<file path="config.mk">
export PLATFORM = sky130hd
export DESIGN_NAME = qjet_queue
export DESIGN_NICKNAME = d
export VERILOG_FILES = /design/src/rtl/qjet_pkg.sv /design/src/rtl/qjet_queue.sv
export SDC_FILE = /design/constraint.sdc
export NUM_CORES = 1
export LEC_CHECK = 0
export ABC_AREA = 0
export BUFFER_PORTS_ARGS = -buffer_cell sky130_fd_sc_hd__buf_2
export CELL_PAD_IN_SITES_DETAIL_PLACEMENT = 0
export CELL_PAD_IN_SITES_GLOBAL_PLACEMENT = 1
export CORE_MARGIN = 2
export CORE_UTILIZATION = 30
export DETAILED_ROUTE_END_ITERATION = 8
export PLACE_DENSITY_LB_ADDON = 0.1
export SYNTH_ARGS = -nofsm -noshare
export SYNTH_HDL_FRONTEND = slang
export SYNTH_SLANG_ARGS = --single-unit
</file>
<file path="constraint.sdc">
create_clock -name clk -period 6.85 [get_ports clk]
set_clock_uncertainty 0.15 [all_clocks]
set_input_delay 0.3425 -clock clk [delete_from_list [all_inputs] [get_ports clk]]
set_output_delay 0.3425 -clock clk [all_outputs]
set_load 0.005 [all_outputs]
</file>
<file path="src/rtl/qjet_pkg.sv">
// ----------------------------------------------------------------------------
// qjet_pkg
// Shared constants and types of the quaternion Julia escape-time block:
// default widths, configuration register indexes and reset values.
// ----------------------------------------------------------------------------
package qjet_pkg;

  localparam int FRACTION_BITS_DEF   = 12;
  localparam int COMPONENT_WIDTH_DEF = 18;
  localparam int COUNT_WIDTH_DEF     = 10;

  localparam int CFG_INDEX_WIDTH = 3;

  typedef enum logic [CFG_INDEX_WIDTH-1:0] {
    REG_C_REAL     = 3'd0,
    REG_C_I        = 3'd1,
    REG_C_J        = 3'd2,
    REG_C_K        = 3'd3,
    REG_ITER_LIMIT = 3'd4,
    REG_ESCAPE_R2  = 3'd5
  } cfg_reg_t;

  localparam int C_REAL_RST     = -3277;
  localparam int C_I_RST        = 639;
  localparam int C_J_RST        = 0;
  localparam int C_K_RST        = 0;
  localparam int ITER_LIMIT_RST = 64;
  localparam int ESCAPE_R2_RST  = 16384;

  localparam int QUEUE_DEPTH = 2;

endpackage

</file>
<file path="src/rtl/qjet_queue.sv">
// ----------------------------------------------------------------------------
// qjet_queue
// Short first-in first-out queue of tagged points between intake and the
// iteration engine.
// ----------------------------------------------------------------------------
module qjet_queue import qjet_pkg::*; #(
  parameter int DATA_WIDTH = 4 * COMPONENT_WIDTH_DEF + 1,
  parameter int DEPTH      = QUEUE_DEPTH
) (
  input  logic                  clk,
  input  logic                  rst_n,
  input  logic                  push_valid,
  output logic                  push_ready,
  input  logic [DATA_WIDTH-1:0] push_data,
  output logic                  pop_valid,
  input  logic                  pop_ready,
  output logic [DATA_WIDTH-1:0] pop_data
);

  localparam int PTR_WIDTH = (DEPTH > 1) ? $clog2(DEPTH) : 1;
  localparam int CNT_WIDTH = $clog2(DEPTH + 1);

  logic [DATA_WIDTH-1:0] slot_r [DEPTH];
  logic [PTR_WIDTH-1:0]  wr_ptr_r, wr_ptr_nxt;
  logic [PTR_WIDTH-1:0]  rd_ptr_r, rd_ptr_nxt;
  logic [CNT_WIDTH-1:0]  count_r, count_nxt;
  logic                  push, pop;

  assign push_ready = (count_r != CNT_WIDTH'(DEPTH));
  assign pop_valid  = (count_r != '0);
  assign pop_data   = slot_r[rd_ptr_r];
  assign push       = push_valid && push_ready;
  assign pop        = pop_valid && pop_ready;

  always_comb begin
    wr_ptr_nxt = wr_ptr_r;
    rd_ptr_nxt = rd_ptr_r;
    count_nxt  = count_r;
    if (push) begin
      wr_ptr_nxt = (wr_ptr_r == PTR_WIDTH'(DEPTH - 1)) ? '0 : wr_ptr_r + PTR_WIDTH'(1);
    end
    if (pop) begin
      rd_ptr_nxt = (rd_ptr_r == PTR_WIDTH'(DEPTH - 1)) ? '0 : rd_ptr_r + PTR_WIDTH'(1);
    end
    if (push && !pop) begin
      count_nxt = count_r + CNT_WIDTH'(1);
    end else if (pop && !push) begin
      count_nxt = count_r - CNT_WIDTH'(1);
    end
  end

  always_ff @(posedge clk) begin
    if (!rst_n) begin
      wr_ptr_r <= '0;
      rd_ptr_r <= '0;
      count_r  <= '0;
    end else begin
      wr_ptr_r <= wr_ptr_nxt;
      rd_ptr_r <= rd_ptr_nxt;
      count_r  <= count_nxt;
    end
  end

  always_ff @(posedge clk) begin
    if (push) begin
      slot_r[wr_ptr_r] <= push_data;
    end
  end

endmodule

</file>
==> out/results.tsv, run 1 <==
metric	value	unit
layout cells sized above 1	50.8	%
crit-path max cell delay	1.04	ns
RSZ-0062 raised after global routing	false	
IO buf count	151	
compound-cell area share of the yosys netlist	0.636	%
drt first pass iters	4	
met1 usage	12.0	%
synthesized area per cell	21.9	um^2
largest cells by area after synthesis	edfxtp_1 80%, mux2_2 15%, dfxtp_1 1.8%, buf_4 0.95%, and2_1 0.45%	
critical path, cell by cell	mux2_2, buf_2	
TritonCTS Buffers	17	
Setup-failing EPs final	0	
power density cells	341	nW/um^2
Crit Path Max Fanout	73	
die area	19500	um^2
Final Max Slew Viols	0	
first-pass GRT wire length	16400	um
maximum VDD drop	163	uV
Post-CTS Setup Bufs	0	
flops & latches, synth	151	
htree depth	4	
Hold Fails Final Rpt	0	
total of fill cells in the finished design	1628	
Worst-path clk slew	0.05	ns
Distinct cells, synth	20	
Synth top area share	79.6	%
post-route setup TNS	0	ns
Pleak	0.00291	uW
Via-to-Cell Ratio	4.23	
Slew @ Worst Pin	1.08	ns
Post-Synthesis Cells	251	
critical path start-end classification	flop to primary output	
clk root buf	clkbuf_16	
multiplexer share of the synthesized area	14.9	%
Final Cycle Share	37.1	%
vias in the first global route	3201	
Top-Level Pins	152	
worst hold-check path type	input pin to flop	
Synth Area in Simple Gates	1.18	%
post-synthesis sequential area ratio	81.4	%
worst skew pair latency	0.41	ns
Slew headroom	28.0	%
Non-Filler Instances	730	
via count	3090	
Yosys warning count	0	
DP HPWL	6240	um
Worst Path Arrival	2.05	ns
Critical Path RT	6.36	ns
final net count	565	
Crit. End Element	primary output	
initial core utilization	30.7	%
Tmin final	2.54	ns
Placed Instance Area	6510	um^2
Area Overhead vs Synth	41.9	%
die span in x	139	um
pin count of the biggest net entering global routing	74	
core box area	18000	um^2
Post-Place Cells	624	
Sinks on Clock Net	151	
chip height	139	um
gr ovfl total	0	
overall routing resource usage	11.3	%
dominant cell type by area after synthesis	edfxtp_1	
Tot Pwr	2660	uW
Max-Cap Viols	0	
most instantiated library cell after synthesis	edfxtp_1	
FP Rows	49	
Top FF cell, synth	edfxtp_1	
Mapped Area	5510	um^2
post-route ant nets	0	
met3 Use GR	5.13	%
TritonCTS clock tree	yes	
Final GP Congestion	0.673	
DR WL/cell	14.6	um
met2 Use GR	19.5	%
synth cell count leaders	146 x edfxtp_1, 73 x mux2_2, 7 x buf_4, 5 x dfxtp_1, 4 x and2_1	
largest family of logic cells by synthesized area	multiplexers	
DRC	0	
post-synthesis xor/xnor area fraction	0.477	%
Fmax achieved	0.394	GHz
slowest CP cell	dfxtp_4	
Post-synth EDFFs	146	
adder-cell share of the synthesized area	0.227	%
Critical Path Start Type	flop	
antenna violations before repair	2	
Routed Wire Length	10600	um
DRT iter0 DRCs	105	
GRT Max-Usage Layer	met2	
Net Count, Synth	329	
outcome	completed	
post-synthesis async set-or-reset flop share	0	%
Longest Clk Path Bufs	2	
final design area excluding fillers	7810	um^2
[state kept, by name, summed over array words and instances (netlist names), named ones only]
register,flops
wr_ptr_r,1
rd_ptr_r,1
slot_r,146
count_r,2
[cells in the final DEF, fill, tap and decap left out, drive strengths merged]
cell	n
and3	1
a21boi	2
clkinv	7
a21bo	1
mux2	73
o21ai	2
clkinvlp	1
clkbuf	21
ha	1
inv	1
dfxtp	5
nand3b	1
buf	152
or3	1
and2	4
dlygate4sd3	73
nand2b	1
xor2	1
diode	1
or2	1
bufinv	3
xnor2	2
edfxtp	146
[through the flow]
step	util [%]	hold WS, ns	setup slack (ns)
global placement	36.2	0.379	4.53
global route	43.5	0.0432	4.14
detailed placement	36.2	0.384	4.53
floorplan	-	0.291	3.95
finish	43.5	0.0483	4.31
CTS	43.5	0.0336	4.21
[layer usage]
layer / part of all wire (%) / up-vias / routed length [um]
li1: - / 1474 / -
met1: 40 / 1513 / 4230
met2: 52 / 87 / 5530
met3: 6.7 / 14 / 718
met4: 1.5 / 2 / 159
met5: 0.066 / - / 7
[cell families (layout without fill, tap and decap cells)]
logic type | Yosys count | count (layout)
flops | 151 | 151
buf+inv | 9 | 258
simple gates | 9 | 9
fa+ha+maj | 1 | 1
mux | 73 | 73
xor+xnor | 3 | 3
compound gates | 5 | 5
other cells | 0 | 1
[cell type report]
| class | count | area [um^2] | share of cell area, % |
|---|---|---|---|
| Antenna cell | 1 | 2.50 | 0.0320 |
| Sequential cell | 151 | 4490 | 57.4 |
| Inverter | 1 | 5.00 | 0.0641 |
| Clock inverter | 11 | 130 | 1.67 |
| Multi-Input combinational cell | 91 | 966 | 12.4 |
| Clock buffer | 21 | 440 | 5.64 |
| Timing Repair Buffer | 225 | 1490 | 19.1 |
| Tap cell | 229 | 287 | 3.67 |
[final timing paths]
check | from | endpoint | slack (ns) | depth (start not counted)
max | flop | pop_data[43] | 4.31 | 2
min | rst_n | rd_ptr_r | 0.05 | 2
max reg2reg | count_r[0] | slot_r[0][9] | 4.58 | 4
min reg2reg | count_r[1] | count_r[1] | 0.41 | 2
[worst max-delay path, delay by kind of cell, from the launching register on]
kind	cells	cell delay, ns
flip-flops	1	1.04
multiplexers	1	0.43
buffers and inverters	1	0.13
[power by group]
group          total (uW)  switching (uW)  internal (uW)  leakage [uW]
clock                 904             338            567      0.000273
combinational         512             210            302       0.00123
sequential           1250            90.6           1160       0.00141
[what timing repair did]
item                                   in CTS  in global routing
gates resized for setup                     0                  0
hold buffers                               73                  0
endpoints found under the hold margin     146                  0
No activity file was read; power rests on OpenSTA's default activity.
==> run 2, diff against run 1 <==
- ABC_AREA: 0 -> 1
- clock period: 6.85 -> 2.6 ns (I/O delays scaled with it)
==> out/results.tsv, run 2 <==
metric	value	unit
outcome	completed	
Met1 Routed Length	5410	um
Critical Path RT	2.32	ns
final core occ	42.7	%
die span in x	144	um
TritonCTS Buffers	17	
gr ovfl total	0	
Post-Synthesis Cells	264	
Final Cycle Share	83.5	%
Setup-failing EPs final	0	
most instantiated library cell after synthesis	edfxtp_1	
Crit path max-delay family	flip-flops	
flops & latches, synth	151	
diodes inserted	0	
Detail Route met2 WL	5170	um
Top-Level Pins	152	
Mapped Area	5860	um^2
Routed Wire Length	11600	um
max reg flops	146	
Synth Area in Simple Gates	1.28	%
worst skew pair latency	0.41	ns
compound-cell area share of the yosys netlist	0.384	%
Net Count, Synth	342	
total of fill cells in the finished design	1783	
Via-to-Cell Ratio	4.00	
Top reg by flops	slot_r	
chip height	144	um
Pleak	0.00325	uW
initial core utilization	30.3	%
slowest CP cell	dfxtp_4	
core box area	19300	um^2
DP HPWL	7550	um
largest cells by area after synthesis	edfxtp_1 75%, mux2_4 18%, buf_12 2.4%, dfxtp_1 1.7%, nand2_1 0.58%	
Max-Cap Viols	0	
biggest regs	slot_r (146), count_r (2)	
vias in the first global route	3193	
Worst Path Arrival	1.89	ns
post-synthesis sequential area ratio	76.5	%
post-synthesis async set-or-reset flop share	0	%
DRC	0	
Post-synth EDFFs	146	
sequential cell area	4490	um^2
Crit Path Max Fanout	39	
Yosys warning count	0	
Worst-path clk slew	0.06	ns
Critical Path Start Type	flop	
Slew headroom	71.4	%
RSZ-0062 raised after global routing	false	
crit-path max cell delay	0.62	ns
Synth top area share	74.8	%
maximum VDD drop	435	uV
post-CTS sizing	0	
worst slack, placed	0.736	ns
Longest Clk Path Bufs	2	
drt first pass iters	4	
WP buf/inv	2	
Sinks on Clock Net	151	
power density cells	894	nW/um^2
most frequent cells in the layout	151 x buf_2, 146 x edfxtp_1, 75 x dlygate4sd3_1	
Slew @ Worst Pin	0.429	ns
pin count of the biggest net entering global routing	62	
Tmin final	2.17	ns
die area	20700	um^2
DR WL/cell	14.8	um
final worst setup slack	0.429	ns
first-pass GRT wire length	17300	um
largest family of logic cells by synthesized area	multiplexers	
synth cell count leaders	146 x edfxtp_1, 70 x mux2_4, 9 x nand2_1, 8 x inv_1, 8 x nor2_1	
overall routing resource usage	11.4	%
critical path start-end classification	flop to primary output	
TritonCTS clock tree	yes	
worst hold-check path type	input pin to flop	
DRT iter0 DRCs	98	
adder-cell share of the synthesized area	0.213	%
Final GP Congestion	0.648	
critical path, cell by cell	buf_12, mux2_4, buf_2	
multiplexer share of the synthesized area	18.5	%
Final Max Slew Viols	0	
Top FF cell, synth	edfxtp_1	
DR top layer	met4	
dominant cell type by area after synthesis	edfxtp_1	
synthesized area per cell	22.2	um^2
hold_ws	0.125	ns
post-route ant nets	0	
final net count	586	
Distinct cells, synth	15	
via count	3141	
antenna violations before repair	0	
IO buf count	151	
Fmax achieved	0.461	GHz
htree depth	4	
layout cells sized above 1	50.6	%
commonest non-fill, non-tap cell in the layout	buf_2	
Hold Fails Final Rpt	0	
Area Overhead vs Synth	40.9	%
post-synthesis xor/xnor area fraction	0	%
clk root buf	clkbuf_16	
footprint of the multi-input gates	1210	um^2
FP Rows	51	
metal3 WL	869	um
Crit. End Element	primary output	
==> run 2: cell types whose count changed in the layout (fill, tap and decap cells not counted), moves of 5 or more <==
cell,change
nor2_1,+6
clkinv_1,-5
mux2_2,-70
mux2_4,+70
inv_1,+8
nand2_1,+9
==> run 2: worst paths after layout <==
| kind | from | to | slack, ns | cells past startpoint |
|---|---|---|---|---|
| worst max register to register | count_r[0] | slot_r[1][67] | 0.78 | 5 |
| worst min-delay path | push_valid | wr_ptr_r | 0.13 | 4 |
| worst max-delay path | flop | pop_data[22] | 0.43 | 3 |
| worst min register to register | rd_ptr_r | rd_ptr_r | 0.35 | 2 |
==> run 2: metal layers <==
metal  track usage [%]  vias up
met5                 0        -
met4              4.13        0
met3              5.13       10
met2              16.8      106
met1              14.8     1510
li1                  -     1515
==> run 2: power by group <==
| part | internal, uW | switching, uW | leakage, uW |
|---|---|---|---|
| clock network | 1530 | 958 | 0.000287 |
| registers | 3080 | 135 | 0.00140 |
| logic | 942 | 744 | 0.00156 |
==> run 2: worst min-delay path: stages <==
cell	delay, ns
buf_2	0.07
nand2_1	0.18
o21ai_0	0.21
nor2_1	0.04
==> run 2: kinds of logic (layout without fill, tap and decap cells) <==
group / count (synthesis) / after routing
compound gates: 4 / 4
simple gates: 19 / 19
buf+inv: 16 / 272
flops: 151 / 151
fa+ha+maj: 1 / 1
mux: 73 / 73
==> run 2: layout make-up <==
cell class                 instances  share of cell area (%)
clock buffer                      19                    5.24
clock inverter                    12                    2.05
inverter                           8                   0.364
multi-input combinational         97                    14.7
sequential                       151                    54.3
tap                              265                    4.02
timing repair buffer             233                    19.3
==> run 2: what timing repair did <==
action,in CTS,in global routing
hold buffers,75,0
setup buffers,0,0
endpoints found under the hold margin,151,0
==> run 2: metrics by stage <==
stage	cells	total power (uW)	cell area, um^2	TNS (ns)
4_1_cts	785	7540	8260	0
3_3_place_gp	679	4920	6910	0
3_5_place_dp	679	4920	6910	0
2_1_floorplan	264	4350	5870	-70.59
5_1_grt	785	7790	8260	0
6_report	785	7380	8260	0
